--- config.mk ---
export PLATFORM = sky130hd
export DESIGN_NAME = hex_record_loader
export DESIGN_NICKNAME = d
export VERILOG_FILES = /design/src/rtl/hxl_pkg.sv /design/src/rtl/hxl_fifo.sv /design/src/rtl/hxl_front.sv /design/src/rtl/hxl_back.sv /design/src/rtl/hex_record_loader.sv
export SDC_FILE = /design/constraint.sdc
export NUM_CORES = 1
export LEC_CHECK = 0
export ABC_AREA = 1
export BUFFER_PORTS_ARGS = -buffer_cell sky130_fd_sc_hd__buf_2
export CORE_ASPECT_RATIO = 0.75
export CORE_MARGIN = 4
export CORE_UTILIZATION = 56
export DETAILED_ROUTE_END_ITERATION = 16
export MAX_ROUTING_LAYER = met4
export PLACE_DENSITY = 0.74
export SETUP_SLACK_MARGIN = 0.05
export SYNTH_ARGS = -nofsm -noshare
export SYNTH_HDL_FRONTEND = slang
export SYNTH_SLANG_ARGS = --single-unit
--- constraint.sdc ---
create_clock -name clk_i -period 4.9 [get_ports clk_i]
set_input_delay 0.49 -clock clk_i [delete_from_list [all_inputs] [get_ports clk_i]]
set_output_delay 0.49 -clock clk_i [all_outputs]
set_load 0.01 [all_outputs]
--- src/rtl/hxl_pkg.sv ---
package hxl_pkg;

  typedef enum logic [1:0] {
    KIND_WRITE    = 2'd0,
    KIND_END      = 2'd1,
    KIND_FORMAT   = 2'd2,
    KIND_CHECKSUM = 2'd3
  } kind_e;

  typedef enum logic [3:0] {
    PH_LINE_START = 4'd0,
    PH_COUNT      = 4'd1,
    PH_ADDRESS    = 4'd2,
    PH_TYPE       = 4'd3,
    PH_DATA       = 4'd4,
    PH_CHECK      = 4'd5,
    PH_LINE_END   = 4'd6
  } phase_e;

  localparam logic [7:0] REC_DATA    = 8'h00;
  localparam logic [7:0] REC_EOF     = 8'h01;
  localparam logic [7:0] REC_SEGMENT = 8'h02;
  localparam logic [7:0] REC_START   = 8'h03;
  localparam logic [7:0] SEG_COUNT   = 8'h02;

  localparam logic [7:0] CHAR_COLON   = 8'h3a;
  localparam logic [7:0] CHAR_NEWLINE = 8'h0a;

  localparam int unsigned AddrW = 21;
  localparam int unsigned SegW  = 20;

  // classified character passed from front to back
  typedef struct packed {
    logic       colon;
    logic       newline;
    logic       hex;
    logic [3:0] nibble;
  } char_class_t;

  typedef struct packed {
    kind_e            kind;
    logic [AddrW-1:0] addr;
    logic [7:0]       data;
  } result_t;

endpackage

--- src/rtl/hxl_fifo.sv ---
module hxl_fifo #(
  parameter int unsigned Width = 8,
  parameter int unsigned Depth = 2
) (
  input  logic             clk_i,
  input  logic             rst_ni,
  input  logic             push_i,
  input  logic [Width-1:0] wdata_i,
  output logic             full_o,
  input  logic             pop_i,
  output logic [Width-1:0] rdata_o,
  output logic             empty_o
);

  localparam int unsigned PtrW = (Depth > 1) ? $clog2(Depth) : 1;
  localparam int unsigned CntW = $clog2(Depth + 1);

  logic [Width-1:0] mem_q [Depth];
  logic [PtrW-1:0]  wptr_q, wptr_d, rptr_q, rptr_d;
  logic [CntW-1:0]  cnt_q, cnt_d;
  logic             do_push, do_pop;

  assign full_o  = (cnt_q == CntW'(Depth));
  assign empty_o = (cnt_q == '0);
  assign do_push = push_i && !full_o;
  assign do_pop  = pop_i && !empty_o;
  assign rdata_o = mem_q[rptr_q];

  always_comb begin
    wptr_d = wptr_q;
    rptr_d = rptr_q;
    cnt_d  = cnt_q;
    if (do_push) begin
      wptr_d = (wptr_q == PtrW'(Depth - 1)) ? '0 : wptr_q + 1'b1;
    end
    if (do_pop) begin
      rptr_d = (rptr_q == PtrW'(Depth - 1)) ? '0 : rptr_q + 1'b1;
    end
    if (do_push && !do_pop) begin
      cnt_d = cnt_q + 1'b1;
    end else if (!do_push && do_pop) begin
      cnt_d = cnt_q - 1'b1;
    end
  end

  always_ff @(posedge clk_i or negedge rst_ni) begin
    if (!rst_ni) begin
      wptr_q <= '0;
      rptr_q <= '0;
      cnt_q  <= '0;
    end else begin
      wptr_q <= wptr_d;
      rptr_q <= rptr_d;
      cnt_q  <= cnt_d;
    end
  end

  always_ff @(posedge clk_i) begin
    if (do_push) begin
      mem_q[wptr_q] <= wdata_i;
    end
  end

endmodule

--- src/rtl/hxl_front.sv ---
module hxl_front (
  input  logic                [7:0] character_i,
  output hxl_pkg::char_class_t      cls_o
);

  import hxl_pkg::*;

  always_comb begin
    cls_o.colon   = (character_i == CHAR_COLON);
    cls_o.newline = (character_i == CHAR_NEWLINE);
    cls_o.hex     = 1'b1;
    cls_o.nibble  = character_i[3:0];
    if (character_i inside {[8'h30:8'h39]}) begin
      cls_o.nibble = character_i[3:0];
    end else if (character_i inside {[8'h41:8'h46], [8'h61:8'h66]}) begin
      // letters a-f and A-F share the low three bits
      cls_o.nibble = 4'(character_i[2:0] + 3'd1) + 4'd8;
    end else begin
      cls_o.hex = 1'b0;
    end
  end

endmodule

--- src/rtl/hxl_back.sv ---
module hxl_back (
  input  logic                 clk_i,
  input  logic                 rst_ni,
  input  hxl_pkg::char_class_t cls_i,
  input  logic                 avail_i,
  input  logic                 room_i,
  output logic                 take_o,
  output logic                 res_valid_o,
  output hxl_pkg::result_t     res_o
);

  import hxl_pkg::*;

  phase_e           phase_q, phase_d;
  logic [2:0]       nib_cnt_q, nib_cnt_d;
  logic [15:0]      acc_q, acc_d;
  logic [7:0]       left_q, left_d;
  logic [7:0]       rtype_q, rtype_d;
  logic [7:0]       sum_q, sum_d;
  logic [SegW-1:0]  seg_q, seg_d;
  logic [AddrW-1:0] naddr_q, naddr_d;
  logic             fin_q, fin_d;

  logic [15:0] acc_n;
  logic [2:0]  cnt_n;
  logic [2:0]  need;
  logic [7:0]  left_n;

  assign take_o = avail_i && room_i;
  assign acc_n  = {acc_q[11:0], cls_i.nibble};
  assign cnt_n  = nib_cnt_q + 3'd1;
  assign left_n = left_q - 8'd1;

  always_comb begin
    phase_d     = phase_q;
    nib_cnt_d   = nib_cnt_q;
    acc_d       = acc_q;
    left_d      = left_q;
    rtype_d     = rtype_q;
    sum_d       = sum_q;
    seg_d       = seg_q;
    naddr_d     = naddr_q;
    fin_d       = fin_q;
    res_valid_o = 1'b0;
    res_o.kind  = KIND_FORMAT;
    res_o.addr  = '0;
    res_o.data  = '0;
    need = ((phase_q == PH_ADDRESS) || ((phase_q == PH_DATA) && (rtype_q == REC_SEGMENT)))
           ? 3'd4 : 3'd2;

    if (take_o && !fin_q) begin
      case (phase_q)
        PH_LINE_START: begin
          if (!cls_i.colon) begin
            fin_d       = 1'b1;
            res_valid_o = 1'b1;
            res_o.kind  = KIND_FORMAT;
          end else begin
            phase_d   = PH_COUNT;
            nib_cnt_d = '0;
            acc_d     = '0;
            sum_d     = '0;
          end
        end
        PH_LINE_END: begin
          if (cls_i.newline) begin
            phase_d = PH_LINE_START;
          end
        end
        PH_COUNT, PH_ADDRESS, PH_TYPE, PH_DATA, PH_CHECK: begin
          if (!cls_i.hex) begin
            fin_d       = 1'b1;
            res_valid_o = 1'b1;
            res_o.kind  = KIND_FORMAT;
          end else if (cnt_n < need) begin
            acc_d     = acc_n;
            nib_cnt_d = cnt_n;
          end else begin
            // field complete
            acc_d     = '0;
            nib_cnt_d = '0;
            case (phase_q)
              PH_COUNT: begin
                left_d  = acc_n[7:0];
                sum_d   = acc_n[7:0];
                phase_d = PH_ADDRESS;
              end
              PH_ADDRESS: begin
                sum_d   = sum_q + acc_n[15:8] + acc_n[7:0];
                naddr_d = AddrW'(acc_n);
                phase_d = PH_TYPE;
              end
              PH_TYPE: begin
                rtype_d = acc_n[7:0];
                sum_d   = sum_q + acc_n[7:0];
                case (acc_n[7:0])
                  REC_DATA: begin
                    naddr_d = AddrW'(seg_q) + naddr_q;
                    phase_d = (left_q != '0) ? PH_DATA : PH_CHECK;
                  end
                  REC_EOF: begin
                    fin_d       = 1'b1;
                    res_valid_o = 1'b1;
                    res_o.kind  = KIND_END;
                  end
                  REC_SEGMENT: begin
                    if (left_q != SEG_COUNT) begin
                      fin_d       = 1'b1;
                      res_valid_o = 1'b1;
                      res_o.kind  = KIND_FORMAT;
                    end else begin
                      phase_d = PH_DATA;
                    end
                  end
                  REC_START: begin
                    phase_d = (left_q != '0) ? PH_DATA : PH_CHECK;
                  end
                  default: begin
                    fin_d       = 1'b1;
                    res_valid_o = 1'b1;
                    res_o.kind  = KIND_FORMAT;
                  end
                endcase
              end
              PH_DATA: begin
                if (rtype_q == REC_SEGMENT) begin
                  sum_d   = sum_q + acc_n[15:8] + acc_n[7:0];
                  seg_d   = {acc_n, 4'h0};
                  left_d  = '0;
                  phase_d = PH_CHECK;
                end else begin
                  sum_d  = sum_q + acc_n[7:0];
                  left_d = left_n;
                  if (left_n == '0) begin
                    phase_d = PH_CHECK;
                  end
                  if (rtype_q == REC_DATA) begin
                    res_valid_o = 1'b1;
                    res_o.kind  = KIND_WRITE;
                    res_o.addr  = naddr_q;
                    res_o.data  = acc_n[7:0];
                    naddr_d     = naddr_q + 1'b1;
                  end
                end
              end
              default: begin
                // checksum byte
                if ((sum_q + acc_n[7:0]) != 8'h00) begin
                  fin_d       = 1'b1;
                  res_valid_o = 1'b1;
                  res_o.kind  = KIND_CHECKSUM;
                end else begin
                  phase_d = PH_LINE_END;
                end
              end
            endcase
          end
        end
        default: begin
          fin_d       = 1'b1;
          res_valid_o = 1'b1;
          res_o.kind  = KIND_FORMAT;
        end
      endcase
    end
  end

  always_ff @(posedge clk_i or negedge rst_ni) begin
    if (!rst_ni) begin
      phase_q   <= PH_LINE_START;
      nib_cnt_q <= '0;
      acc_q     <= '0;
      left_q    <= '0;
      rtype_q   <= '0;
      sum_q     <= '0;
      seg_q     <= '0;
      naddr_q   <= '0;
      fin_q     <= 1'b0;
    end else begin
      phase_q   <= phase_d;
      nib_cnt_q <= nib_cnt_d;
      acc_q     <= acc_d;
      left_q    <= left_d;
      rtype_q   <= rtype_d;
      sum_q     <= sum_d;
      seg_q     <= seg_d;
      naddr_q   <= naddr_d;
      fin_q     <= fin_d;
    end
  end

  a_fin_sticky: assert property (@(posedge clk_i) disable iff (!rst_ni)
    fin_q |=> fin_q)
    else $error("stop flag cleared without reset");

  a_no_res_after_stop: assert property (@(posedge clk_i) disable iff (!rst_ni)
    fin_q |-> !res_valid_o)
    else $error("result produced after stop");

  a_stop_sets_fin: assert property (@(posedge clk_i) disable iff (!rst_ni)
    (res_valid_o && (res_o.kind != KIND_WRITE)) |=> fin_q)
    else $error("end or error result did not stop the parser");

  a_stop_payload_zero: assert property (@(posedge clk_i) disable iff (!rst_ni)
    (res_valid_o && (res_o.kind != KIND_WRITE)) |-> (res_o.addr == '0 && res_o.data == '0))
    else $error("non-write result carries payload");

endmodule

--- src/rtl/hex_record_loader.sv ---
// hex record loader: parses an intel hex text stream fed one ascii character per beat and
// produces memory write beats (segment base plus record address, one per data byte), an end
// beat on an end-of-file record, or a format or checksum error beat; end and errors are
// sticky until reset and later characters are dropped silently. the block takes one
// character per cycle while the result queue has room: a classifying front stage writes
// each accepted character into a short queue, and the record parser state machine behind
// it handles one character per cycle unless a full result queue holds it; each result is
// registered in the result queue and shown on the result ports from there. both queues are
// QueueDepth beats deep; full rises only when the parser is held by a full result queue.
module hex_record_loader #(
  parameter int unsigned QueueDepth = 2
) (
  input  logic        clk_i,
  input  logic        rst_ni,
  // character side
  input  logic        push,
  output logic        full,
  input  logic [7:0]  character_i,
  // result side
  output logic        empty,
  input  logic        pop,
  output logic [1:0]  kind_o,
  output logic [20:0] write_address_o,
  output logic [7:0]  write_data_o
);

  import hxl_pkg::*;

  localparam int unsigned ClsW = $bits(char_class_t);
  localparam int unsigned ResW = $bits(result_t);

  char_class_t cls_in, cls_out;
  logic        mid_empty;
  logic        take;
  logic        res_valid;
  result_t     res, res_head;
  logic        out_full;

  // front: classify each character as it is accepted
  hxl_front u_front (
    .character_i(character_i),
    .cls_o      (cls_in)
  );

  // queue between front and parser
  hxl_fifo #(
    .Width(ClsW),
    .Depth(QueueDepth)
  ) u_mid_fifo (
    .clk_i  (clk_i),
    .rst_ni (rst_ni),
    .push_i (push),
    .wdata_i(cls_in),
    .full_o (full),
    .pop_i  (take),
    .rdata_o(cls_out),
    .empty_o(mid_empty)
  );

  // back: record parser, steps only while the result queue has room
  hxl_back u_back (
    .clk_i      (clk_i),
    .rst_ni     (rst_ni),
    .cls_i      (cls_out),
    .avail_i    (!mid_empty),
    .room_i     (!out_full),
    .take_o     (take),
    .res_valid_o(res_valid),
    .res_o      (res)
  );

  // result queue decouples the parser from the consumer
  hxl_fifo #(
    .Width(ResW),
    .Depth(QueueDepth)
  ) u_out_fifo (
    .clk_i  (clk_i),
    .rst_ni (rst_ni),
    .push_i (res_valid),
    .wdata_i(res),
    .full_o (out_full),
    .pop_i  (pop),
    .rdata_o(res_head),
    .empty_o(empty)
  );

  assign kind_o          = res_head.kind;
  assign write_address_o = res_head.addr;
  assign write_data_o    = res_head.data;

endmodule

Word level (Yosys, flattened, before mapping)
Memories as Yosys holds them, arrays and structs flattened.
Cells that the tools add are included.

cells by class
  order comparisons = 7
  equal/unequal tests = 33
  multiply operators = 0
  div/mod/pow operators = 0
  shift-type cells = 0
  muxes and demuxes = 80
  reductions and logical operators = 51
  bitwise operators = 2
  add/subtract/negate cells = 17

operators by type and width
  kind                                                               count
  2-to-1 mux 31 bit                                                  4
  2-to-1 mux 29 bit                                                  3
  2-to-1 mux 21 bit                                                  3
  one-hot mux 21 bit (3 select lines)                                1
  2-to-1 mux 4 bit                                                   10
  2-to-1 mux 8 bit                                                   5
  2-to-1 mux 12 bit                                                  3
  one-hot mux 8 bit (2 select lines)                                 2
  one-hot mux 8 bit (4 select lines)                                 1
  2-to-1 mux 1 bit                                                   25
  adder 8 bit                                                        3
  == test 8 x 2 -> 1 bit, second input constant                      3
  zero test 8 bit                                                    3
  one-hot mux 12 bit (2 select lines)                                1
  adder 20 x 21 -> 21 bit                                            1
  adder 21 x 1 -> 21 bit, second input constant                      1
  != test 4 bit, second input constant                               5
  greater-or-equal comparator 8 x 7 -> 1 bit, second input constant  2
  less-or-equal comparator 8 x 7 -> 1 bit, second input constant     2
  one-hot mux 4 bit (4 select lines)                                 1
  AND reduction 8 bit                                                2
  nonzero test 8 bit                                                 2
  logical AND 1 bit                                                  14
  2-to-1 mux 2 bit                                                   7
  45 further kinds                                                   86

word-level totals
  latch bits = 0
  memories kept = 2
  bits in writable memories = 76
  bits of input ports = 12
  bits in registers = 89
  output and inout port bits = 33
  bits in read-only memories = 0
  logic and storage cells = 207

memories
  memory            words  bits a word  read ports  clocked after Yosys merged registers in  wr ports  line            text
  u_out_fifo.mem_q  2      31           1           0                                        1         hxl_fifo.sv:18  logic [Width-1:0] mem_q [Depth];
  u_mid_fifo.mem_q  2      7            1           0                                        1         hxl_fifo.sv:18

Logic depth before layout (Yosys ltp)
Gate-level depths: netlist of run 1.

  depth after elaboration = 14
  depth in mapped cells = 22
  gate-level depth less buffers = 20

Cells and area by module
Synthesis of run 1 repeated with hierarchy kept, for this count alone.

unflattened totals
  cell total of the unflattened synthesis = 1314
  area total of the unflattened synthesis = 10318.6 µm²

modules (own cells, without submodules)
  module                 area each (µm²)  times used  seq. area each (µm²)  cells each
  hxl_back               6837.8           1           2001.9                1008
  hxl_fifo (u_out_fifo)  2492.4           1           1961.9                194
  hxl_fifo (u_mid_fifo)  738.2            1           520.5                 68
  hxl_front              242.7            1           0.0                   42
  hex_record_loader      7.5              1           0.0                   2

Worst setup path before layout of run 1
OpenSTA, ideal clock, no wires.

  path type = register to register
  from = register u_mid_fifo.rptr_q
  to = memory u_out_fifo.mem_q[1][0] in the netlist's numbering (enable)
  period minus slack after synthesis = 3.949 ns
  stages on the path, launching flop included = 15
  library setup time = 0.429 ns
  data required time = 4.471 ns
  data arrival time = 3.520 ns
  slack = 0.951 ns
  buffers on the path = 2
  cells stage by stage = dfrtp_1 > buf_2 > inv_4 > nand2_1 > nand2_1 > buf_2 > inv_1 > fa_1 > xor2_1 > nor2_1 > nand3_1 > nor2_1 > nand4_1 > nand2_1 > a21oi_1

RTL lines
  element                   line            text
  start: declaration        hxl_fifo.sv:19  logic [PtrW-1:0] wptr_q, wptr_d, rptr_q, rptr_d;
  start signal: assignment  hxl_fifo.sv:53  rptr_q <= rptr_d;
  end: declaration          hxl_fifo.sv:18

==> results of run 1 <==
==> layout by cell type, fill, tap and decap left out, types with 3 or more instances in the layout <==
master / n
fa_1: 10
ha_1: 41
nand3_1: 91
buf_4: 6
xor2_1: 12
dfrtp_1: 88
nand2_2: 8
inv_6: 6
nand2_1: 382
nand3_2: 5
or2_2: 3
nor2_4: 12
xnor2_1: 9
o22ai_1: 21
nor2_1: 103
nor3_1: 17
o211ai_1: 6
o21ai_1: 28
inv_1: 139
clkbuf_16: 17
o21ai_0: 61
edfxtp_1: 76
buf_2: 43
o21a_1: 6
o21bai_1: 4
a21oi_1: 38
nand3b_1: 5
inv_2: 6
nand4_1: 20
==> final timing paths <==
path / depth (start not counted) / slack [ns] / to
max reg2reg: 14 / 0.90 / u_out_fifo.mem_q[0][20]
max in group asynchronous: 2 / 3.87 / u_back.naddr_q[11]
min reg2reg: 2 / 0.50 / u_back.rtype_q[5]
min: 1 / 0.11 / u_mid_fifo.wptr_q
min in group clk_i: 2 / 0.40 / u_mid_fifo.mem_q[1][5]
max: 14 / 0.90 / u_out_fifo.mem_q[0][20]
==> routing by layer <==
| layer | global-route usage | vias up | routed length (um) |
|---|---|---|---|
| met1 | 0.386 | 3901 | 11800 |
| met3 | 0.0560 | 31 | 2050 |
| li1 | - | 4182 | - |
| met2 | 0.371 | 328 | 9940 |
| met5 | - | - | 0 |
| met4 | 0.0597 | 0 | 269 |
==> worst register-to-register path: cells and delay by family, from the launching register on <==
kind	cells	cell delay, ns
DFF	1	0.49
buffers and inverters	3	0.85
adders and majority gates	1	0.53
and+or+nand+nor	10	1.66
==> stage by stage <==
stage / area [um^2] / power (mW) / setup WS, ns / util / instances
2_1_floorplan: 9910 / 3.59 / 0.951 / - / 1241
4_1_cts: 10900 / 5.58 / 0.942 / 0.638 / 1530
6_report: 10900 / 5.59 / 0.903 / 0.638 / 1530
3_3_place_gp: 10300 / 4.23 / 1.08 / 0.604 / 1498
3_5_place_dp: 10300 / 4.26 / 0.922 / 0.604 / 1498
5_1_grt: 10900 / 6.00 / 0.576 / 0.638 / 1530
==> sequential cells by signal, indices dropped and copies added, names as in the netlist <==
register / count
u_out_fifo.mem_q: 62
u_back.naddr_q: 21
u_back.seg_q: 16
u_mid_fifo.mem_q: 14
u_back.acc_q: 12
u_back.left_q: 8
u_back.rtype_q: 8
u_back.sum_q: 8
u_back.nib_cnt_q: 3
u_back.phase_q: 3
u_mid_fifo.cnt_q: 2
u_out_fifo.cnt_q: 2
u_back.fin_q: 1
u_mid_fifo.rptr_q: 1
u_mid_fifo.wptr_q: 1
u_out_fifo.rptr_q: 1
u_out_fifo.wptr_q: 1
==> logic make-up after synthesis <==
family / Yosys count / synth area share
adder cells (fa/ha/maj): 51 / 0.0720
AO/OA/AOI/OAI: 172 / 0.0956
flip-flops: 164 / 0.453
AND/OR/NAND/NOR: 657 / 0.290
XOR/XNOR: 21 / 0.0186
buffers and inverters: 176 / 0.0715
==> cells in the mapped netlist, drive strengths merged (6+ instances only) <==
library cell	n	share of area
ha	41	0.052
nand4	21	0.014
a21oi	39	0.020
dfrtp	88	0.22
nand3	96	0.051
clkbuf	12	0.0045
buf	16	0.010
edfxtp	76	0.23
nand2	392	0.15
xnor2	9	0.0080
o21a	6	0.0045
nor3	17	0.0086
fa	10	0.020
inv	147	0.056
nor2	117	0.054
o21ai	90	0.046
nand3b	6	0.0049
o211ai	6	0.0045
xor2	12	0.011
o22ai	21	0.013
==> power by group through the flow <==
stage	sequential (mW)	clock, mW	combinational, mW
finish	1.86	1.31	2.42
global route	1.89	1.38	2.73
CTS	1.86	1.32	2.40
detailed placement	1.88	0	2.38
global placement	1.88	0	2.35
floorplan	1.81	0	1.78
==> layout make-up <==
cell class,count,share of cell area
multi-input cells,901,0.433
inverters,148,0.0515
flip-flops and latches,164,0.412
well taps,236,0.0271
clock inverters,14,0.0132
repair buffers,49,0.0239
clock buffers,18,0.0394
==> reports/results.txt, run 1 <==
Power share of the combinational group = 0.433
CP max FO = 31
DRC = 0
Switch Pwr = 2.41 mW
Cts-stage hold buffer count = 0
Crit-path cells = inv_4, nand2_1, nand2_1, inv_1, fa_1, or2_2, nor2_1, nand3_1, nor2_1, nand4_1, nand2_1, nand2_1, nand2_1, inv_1
Synthesis Warnings = 0
Crit path largest cell delay = 0.53 ns
Worst path buffer plus inverter count = 3
CTS Root Cell = clkbuf_16
Crit path max-delay cell type = fa_1
Reg area = 0.00448 mm^2
HPWL after detailed placement = 17,900 um
CP Data Required Time = 4.89 ns
CTS buffer count = 17
Post_cts resized = 0
Switch share = 0.431
Worst vdd ir = 0.349 mV
CP Launch Point = u_mid_fifo.rptr_q
Hold Slack = 0.115 ns
Initial antenna violation count = 0
Outcome = complete, no violations
Crit path kind = flip-flop to flip-flop
Layout area overhead = 9.94%
Clock Path Buffers = 2
Sequential area share after synthesis = 0.453
Worst R2R Start = u_mid_fifo.rptr_q
Core ar. = 0.0171 mm^2
Initial core utilization = 0.580
Total global-route track usage = 0.261
Crit. End Element = flip-flop
Leak Pwr = 5.13 nW
Synthesized area = 0.00991 mm^2
TritonCTS clock tree = done
Vias in the first global route = 7,703
Post-layout min period = 4.00 ns
Setup TNS = 0 ns
Final Skew = 0.00640 ns
Row Count = 41
Slew @ Worst Pin = 1.18 ns
H-Tree Depth = 4
Period Utilization, post-route = 0.816
Die area = 0.0199 mm^2
Chip height = 123 um
WL final = 24,100 um
GR Overflow Total = 0
Via Count = 8,442
Max_slew headroom = 0.214
Crit start category = flip-flop
Sink Count = 164
P_int = 3.18 mW
Crit-path leading delay family = simple AND/OR/NAND/NOR gates
Wire per inst = 15.7 um
Register bit total from synthesis = 164
# diodes = 0
Average size of a mapped cell = 7.98 um^2
Fmax = 0.250 GHz
Clock Latency Late Sink = 0.44 ns
Multi-input logic area = 0.00472 mm^2
WP data arrival = 3.99 ns
I/O Buffers = 44
Final setup fails = 0
Die Wd = 162 um
Max cap viols = 0
# IOs = 45
Commonest register cell after synthesis = dfrtp_1
First-pass GRT wire length = 39,700 um
Worst Hold Class = primary input to async pin
RePlAce Congestion = 0.990
Mapped Cells = 1,241
Fillers = 1,518
Post-synth cell types = 46
RSZ-0062 raised after global routing = no
Syn nets = 1,304
Reg clk slew, reported paths = 0.06 ns
Final hold vios = 0
Most used cell, CP = nand2_1
Reg power frac = 0.333
Number of setup buffers added after CTS = 0
Iteration count of the initial detailed-routing pass = 5
Clock Power Share = 0.234
Via density per instance = 5.52
Largest net degree at the start of global routing = 57
Post-synth EDFFs = 76
Layout cells sized above 1 = 0.0951
Routed Antenna Nets = 0
DRT iter0 DRCs = 742
Fin. max-slew vios = 0
Pwr Density = 513 mW/mm^2
Asr flop ratio synth = 0.537
Fin nets = 1,344
Power figures use the tool's default switching activity.
==> inputs of run 2 (changes only) <==
- clock period: 4.9 -> 4 ns (I/O delays scaled with it)
==> run 2 against run 1 <==
Against the previous run: power up 22%; global-route usage about the same; utilization about the same; design area about the same; clock power up 21%; critical path depth up 2; via count down 1.0%; sequential share of layout area about the same; setup slack worse by 0.52 ns; count of clock-buffer cells in the layout down 1; cell count up 0.13%; die area unchanged.
==> reports/results.txt, run 2 (same netlist as run 1, synthesis figures left out) <==
HPWL after detailed placement = 17,800 um (-0.10%)
Worst slack, placed = 0.394 ns (-0.528 ns)
CTS Root Cell = clkbuf_16
H-Tree Depth = 4 (unchanged)
Initial core utilization = 0.580 (unchanged)
Cts-stage hold buffer count = 0 (unchanged)
Final hold vios = 0 (unchanged)
Die Wd = 162 um (unchanged)
Row Count = 41 (unchanged)
Via Count = 8,358 (-1.0%)
Outcome = complete, no violations
Final setup fails = 0 (unchanged)
Final Skew = 0.0114 ns (+0.00502 ns)
Vias in the first global route = 7,641 (-0.80%)
Fillers = 1,492 (-1.7%)
Routed Antenna Nets = 0 (unchanged)
DRT iter0 DRCs = 858 (+16%)
Sink Count = 164 (unchanged)
Worst Hold Class = primary input to async pin
RSZ-0062 raised after global routing = no
Layout cells sized above 1 = 0.0972 (+0.00217)
Commonest cells after routing, fill and taps aside = nand2_1, inv_1, nor2_1
Slew @ Worst Pin = 0.967 ns (-0.211 ns)
Max FFs per register = 62 (unchanged)
GR Overflow Total = 0 (unchanged)
WL final = 24,200 um (+0.42%)
Worst vdd ir = 0.361 mV (+3.5%)
Reg area = 0.00448 mm^2 (unchanged)
Reg clk slew, reported paths = 0.07 ns (about the same)
DRC = 0 (unchanged)
Leak Pwr = 5.13 nW (about the same)
Fin. max-slew vios = 0 (unchanged)
Initial antenna violation count = 0 (unchanged)
CP max FO = 10 (-68%)
Iteration count of the initial detailed-routing pass = 8 (+3)
TritonCTS clock tree = done
Layout area overhead = 10.0% (about the same)
Post-layout min period = 3.62 ns (-0.381 ns)
Crit. End Element = flip-flop
Pwr Density = 628 mW/mm^2 (+22%)
Top flop regs = u_out_fifo.mem_q: 62 flops, u_back.naddr_q: 21 flops, u_back.seg_q: 16 flops
CTS buffer count = 17 (unchanged)
Reg with most FFs = u_out_fifo.mem_q
Clock Path Buffers = 2 (unchanged)
Clock Latency Late Sink = 0.43 ns (about the same)
Multi-input logic area = 0.00472 mm^2 (unchanged)
Fmax = 0.277 GHz (+11%)
Fin nets = 1,346 (+0.15%)
CP Launch Point = u_mid_fifo.rptr_q
I/O Buffers = 44 (unchanged)
Crit start category = flip-flop
Largest net degree at the start of global routing = 70 (+23%)
Hold Slack = 0.105 ns (-0.0104 ns)
Via density per instance = 5.46 (-1.1%)
Most common cell after layout, fill and taps aside = nand2_1
# diodes = 0 (unchanged)
Tot Pwr = 6.84 mW (+22%)
Worst R2R Start = u_mid_fifo.rptr_q
Crit path kind = flip-flop to flip-flop
Die area = 0.0199 mm^2 (unchanged)
Core ar. = 0.0171 mm^2 (unchanged)
Final Worst Setup Slack = 0.384 ns (-0.519 ns)
# IOs = 45 (unchanged)
RePlAce Congestion = 0.962 (-2.9%)
Post_cts resized = 0 (unchanged)
Max_slew headroom = 0.355 (+0.141)
Max cap viols = 0 (unchanged)
First-pass GRT wire length = 39,800 um (+0.35%)
Period Utilization, post-route = 0.904 (+0.0884)
Total global-route track usage = 0.261 (about the same)
Chip height = 123 um (unchanged)
WP data arrival = 3.93 ns (-0.06 ns)
Setup TNS = 0 ns (unchanged)
Number of setup buffers added after CTS = 0 (unchanged)
CP Data Required Time = 4.31 ns (-0.58 ns)
Wire per inst = 15.8 um (+0.28%)
run 2: changes by cell type in the layout (fill, tap and decap cells not counted):
cell | previous run | this run
buf_4 | 6 | 8
clkinv_4 | 2 | 1
clkinvlp_4 | 1 | 3
inv_6 | 6 | 3
inv_8 | 1 | 5
bufinv_16 | 1 | 0
clkbuf_1 | 1 | 0
run 2: worst max-delay path: stages (launching register included):
cell and delay (ns):
dfrtp_1 0.54, inv_4 0.09, nand2_1 0.07, nand2_1 0.18, ha_1 0.31, fa_1 0.45, or2_2 0.30, nor2_1 0.10
nand3_1 0.08, nor2_1 0.22, nand4_1 0.18, nand2_1 0.18, nand2_1 0.10, ha_1 0.31, a21oi_1 0.11, o21ai_0 0.11
xor2_1 0.16
run 2: cell type report:
cell class / instances / share of cell area
clock inverter: 15 / 0.0127
inverter: 148 / 0.0514
multi-input combinational: 901 / 0.433
timing repair buffer: 51 / 0.0253
sequential: 164 / 0.411
tap: 236 / 0.0271
clock buffer: 17 / 0.0390
run 2: metal layers:
layer | part of all wire | wire [um] | vias to the layer above | GRT usage
li1 | - | - | 4174 | -
met1 | 0.51 | 12400 | 3870 | 0.394
met2 | 0.41 | 9890 | 293 | 0.370
met3 | 0.072 | 1740 | 21 | 0.0520
met4 | 0.0077 | 187 | 0 | 0.0511
met5 | 0 | 0 | - | -
run 2: where the power goes:
| part | internal, mW | switching (mW) |
|---|---|---|
| combinational | 1.00 | 1.97 |
| sequential | 2.03 | 0.250 |
| clock | 0.823 | 0.760 |
run 2: path summary, 6_finish.rpt:
kind | slack, ns | to | cells past startpoint
max | 0.38 | u_out_fifo.cnt_q[1] | 16
min | 0.10 | u_back.sum_q[1] | 1
max reg2reg | 0.38 | u_out_fifo.cnt_q[1] | 16
min reg2reg | 0.49 | u_back.fin_q | 2
max in group asynchronous | 3.04 | u_back.naddr_q[8] | 2
min in group clk_i | 0.32 | u_mid_fifo.mem_q[0][5] | 2
run 2: per-stage QoR:
step	std cells	cell area, um^2	utilization
2_1_floorplan	1241	9910	-
3_3_place_gp	1500	10300	0.605
3_5_place_dp	1500	10300	0.605
4_1_cts	1532	10900	0.638
5_1_grt	1532	10900	0.638
6_report	1532	10900	0.638
==> inputs of run 3 (changes only) <==
==> constraint.sdc (replaced) <==
create_clock -name clk_i -period 4 [get_ports clk_i]
set_input_delay 0.6 -clock clk_i [delete_from_list [all_inputs] [get_ports clk_i]]
set_output_delay 0.6 -clock clk_i [all_outputs]
set_load 0.01 [all_outputs]
==> run 3 against run 2 <==
Against the previous run: hold slack better by 0.21 ns; flip-flop and latch count unchanged; global-route usage up 0.21 points; largest cell class unchanged; highest routed layer unchanged; non-clock buffer count stayed put; design area up 0.53%; die area is the same; clock skew increased by 0.0030 ns.
==> reports/results.txt, run 3 (same netlist as run 1, synthesis figures left out) <==
Crit. End Element = flip-flop
Fmax = 0.274 GHz (-0.90%)
Initial core utilization = 0.580 (unchanged)
Worst Hold Class = primary input to async pin
Area after DPL = 0.0103 mm^2 (unchanged)
Chip height = 123 um (unchanged)
RSZ-0062 raised after global routing = no
Max cap viols = 0 (unchanged)
Worst slack, placed = 0.436 ns (+0.0424 ns)
Via density per instance = 5.53 (+1.4%)
R2R cell count = 16 (unchanged)
Switch Pwr = 3.00 mW (+0.71%)
Iteration count of the initial detailed-routing pass = 7 (-1)
R2R setup slack = 0.35 ns (-0.03 ns)
Layout area overhead = 10.6%
Final Skew = 0.0144 ns (+0.00303 ns)
Crit path to = u_out_fifo.cnt_q[1]
Top flop regs = u_out_fifo.mem_q: 62 flops, u_back.naddr_q: 21 flops, u_back.seg_q: 16 flops
Cts-stage hold buffer count = 0 (unchanged)
Final hold vios = 0 (unchanged)
Sink Count = 164 (unchanged)
Number of setup buffers added after CTS = 0 (unchanged)
DRC = 0 (unchanged)
GR Overflow Total = 0 (unchanged)
Power share of the combinational group = 0.427 (-0.008)
Fin nets = 1,346 (unchanged)
Post_cts resized = 0 (unchanged)
Final Worst Setup Slack = 0.351 ns (-0.0330 ns)
RePlAce Congestion = 0.961 (-0.12%)
WL final = 24,400 um (+0.88%)
Most common cell after layout, fill and taps aside = nand2_1
# IOs = 45 (unchanged)
Worst R2R Start = u_mid_fifo.rptr_q
WP data arrival = 3.97 ns (+0.04 ns)
Leak Pwr = 5.16 nW (+0.53%)
CP max FO = 10 (unchanged)
Wire per inst = 15.9 um (+0.88%)
CP Launch Point = u_mid_fifo.rptr_q
Pwr Density = 639 mW/mm^2 (+1.7%)
Reg clk slew, reported paths = 0.07 ns (about the same)
Fin area = 0.0110 mm^2 (+0.53%)
Core ar. = 0.0171 mm^2 (unchanged)
Routed Antenna Nets = 0 (unchanged)
Row Count = 41 (unchanged)
Layout cells sized above 1 = 0.0972 (unchanged)
Crit start category = flip-flop
Reg with most FFs = u_out_fifo.mem_q
Commonest cells after routing, fill and taps aside = nand2_1, inv_1, nor2_1
DRT iter0 DRCs = 868 (+1.2%)
HPWL after detailed placement = 18,000 um (+0.75%)
CTS Root Cell = clkbuf_16
Final non-filler cell total = 1,532 (unchanged)
Vias in the first global route = 7,630 (-0.14%)
Max_slew headroom = 0.329 (-0.0257)
Via Count = 8,473 (+1.4%)
Total global-route track usage = 0.263 (+0.00214)
# diodes = 0 (unchanged)
Die Wd = 162 um (unchanged)
Crit path kind = flip-flop to flip-flop
Switch share = 0.429 (-0.00661)
I/O Buffers = 44 (unchanged)
Post-layout min period = 3.65 ns (+0.0330 ns)
Clock Power Share = 0.247 (+0.016)
Fillers = 1,491 (-0.067%)
RR Endpoint = u_out_fifo.cnt_q[1]
First-pass GRT wire length = 40,100 um (+0.78%)
Final setup fails = 0 (unchanged)
Outcome = complete, no violations
CTS buffer count = 17 (unchanged)
Fin. max-slew vios = 0 (unchanged)
H-Tree Depth = 4 (unchanged)
Clock Latency Late Sink = 0.44 ns (about the same)
Hold Slack = 0.312 ns (+0.208 ns)
Util after Layout = 0.641 (+0.00337)
CP Data Required Time = 4.33 ns (+0.02 ns)
Worst vdd ir = 0.365 mV (+1.1%)
Initial antenna violation count = 0 (unchanged)
Period Utilization, post-route = 0.912 (+0.00824)
Reg power frac = 0.326 (-0.008)
P_int = 3.99 mW (+3.5%)
Slew @ Worst Pin = 1.01 ns (+0.0396 ns)
Clock Path Buffers = 2 (unchanged)
TritonCTS clock tree = done
Die area = 0.0199 mm^2 (unchanged)
Max FFs per register = 62 (unchanged)
Largest net degree at the start of global routing = 76 (+8.6%)
Placed Instances = 1,500 (unchanged)
Setup TNS = 0 ns (unchanged)
Tot Pwr = 7.00 mW (+2.3%)
run 3: area by class of cell:
| cell class | instances | area [um^2] | share of cell area |
|---|---|---|---|
| multi-input cells | 901 | 4720 | 0.431 |
| flip-flops and latches | 164 | 4480 | 0.409 |
| repair buffers | 51 | 275 | 0.0251 |
| inverters | 148 | 561 | 0.0512 |
| clock inverters | 14 | 193 | 0.0176 |
| well taps | 236 | 295 | 0.0270 |
| clock buffers | 18 | 429 | 0.0392 |
run 3: worst min path at each step:
| stage | endpoint | slack [ns] | cells past startpoint |
|---|---|---|---|
| 2_1_floorplan | u_back.acc_q[0] | 0.30 | 0 |
| 3_3_place_gp | u_back.fin_q | 0.47 | 2 |
| 3_5_place_dp | u_back.rtype_q[2] | 0.48 | 2 |
| 4_1_cts | u_back.sum_q[0] | 0.38 | 1 |
| 5_1_grt | u_mid_fifo.wptr_q | 0.43 | 1 |
| 6_report | u_mid_fifo.wptr_q | 0.31 | 1 |
run 3: power groups by stage:
stage	clock (mW)	sequential [mW]	combinational [mW]
floorplan	0	2.22	2.18
global placement	0	2.30	2.90
detailed placement	0	2.31	2.94
CTS	1.74	2.28	2.97
global route	1.82	2.32	3.36
finish	1.73	2.28	2.99
run 3: per-layer routing:
layer,up-vias,share of wire,routed length [um],track usage
met3,17,0.076,1840,0.0467
met5,-,0,0,-
li1,4181,-,-,-
met1,4002,0.50,12200,0.398
met2,273,0.42,10200,0.374
met4,0,0.0078,191,0.0570
run 3: worst max-delay path, cell delays in order, from the launching register on:
cell     delay (ns)
dfrtp_1        0.54
inv_4          0.08
nand2_1        0.07
nand2_1        0.18
ha_1           0.31
fa_1           0.45
or2_2          0.30
nor2_1         0.10
nand3_1        0.07
nor2_1         0.25
nand4_1        0.17
nand2_1        0.19
nand2_1        0.10
ha_1           0.32
a21oi_1        0.14
o21ai_0        0.11
xor2_1         0.15
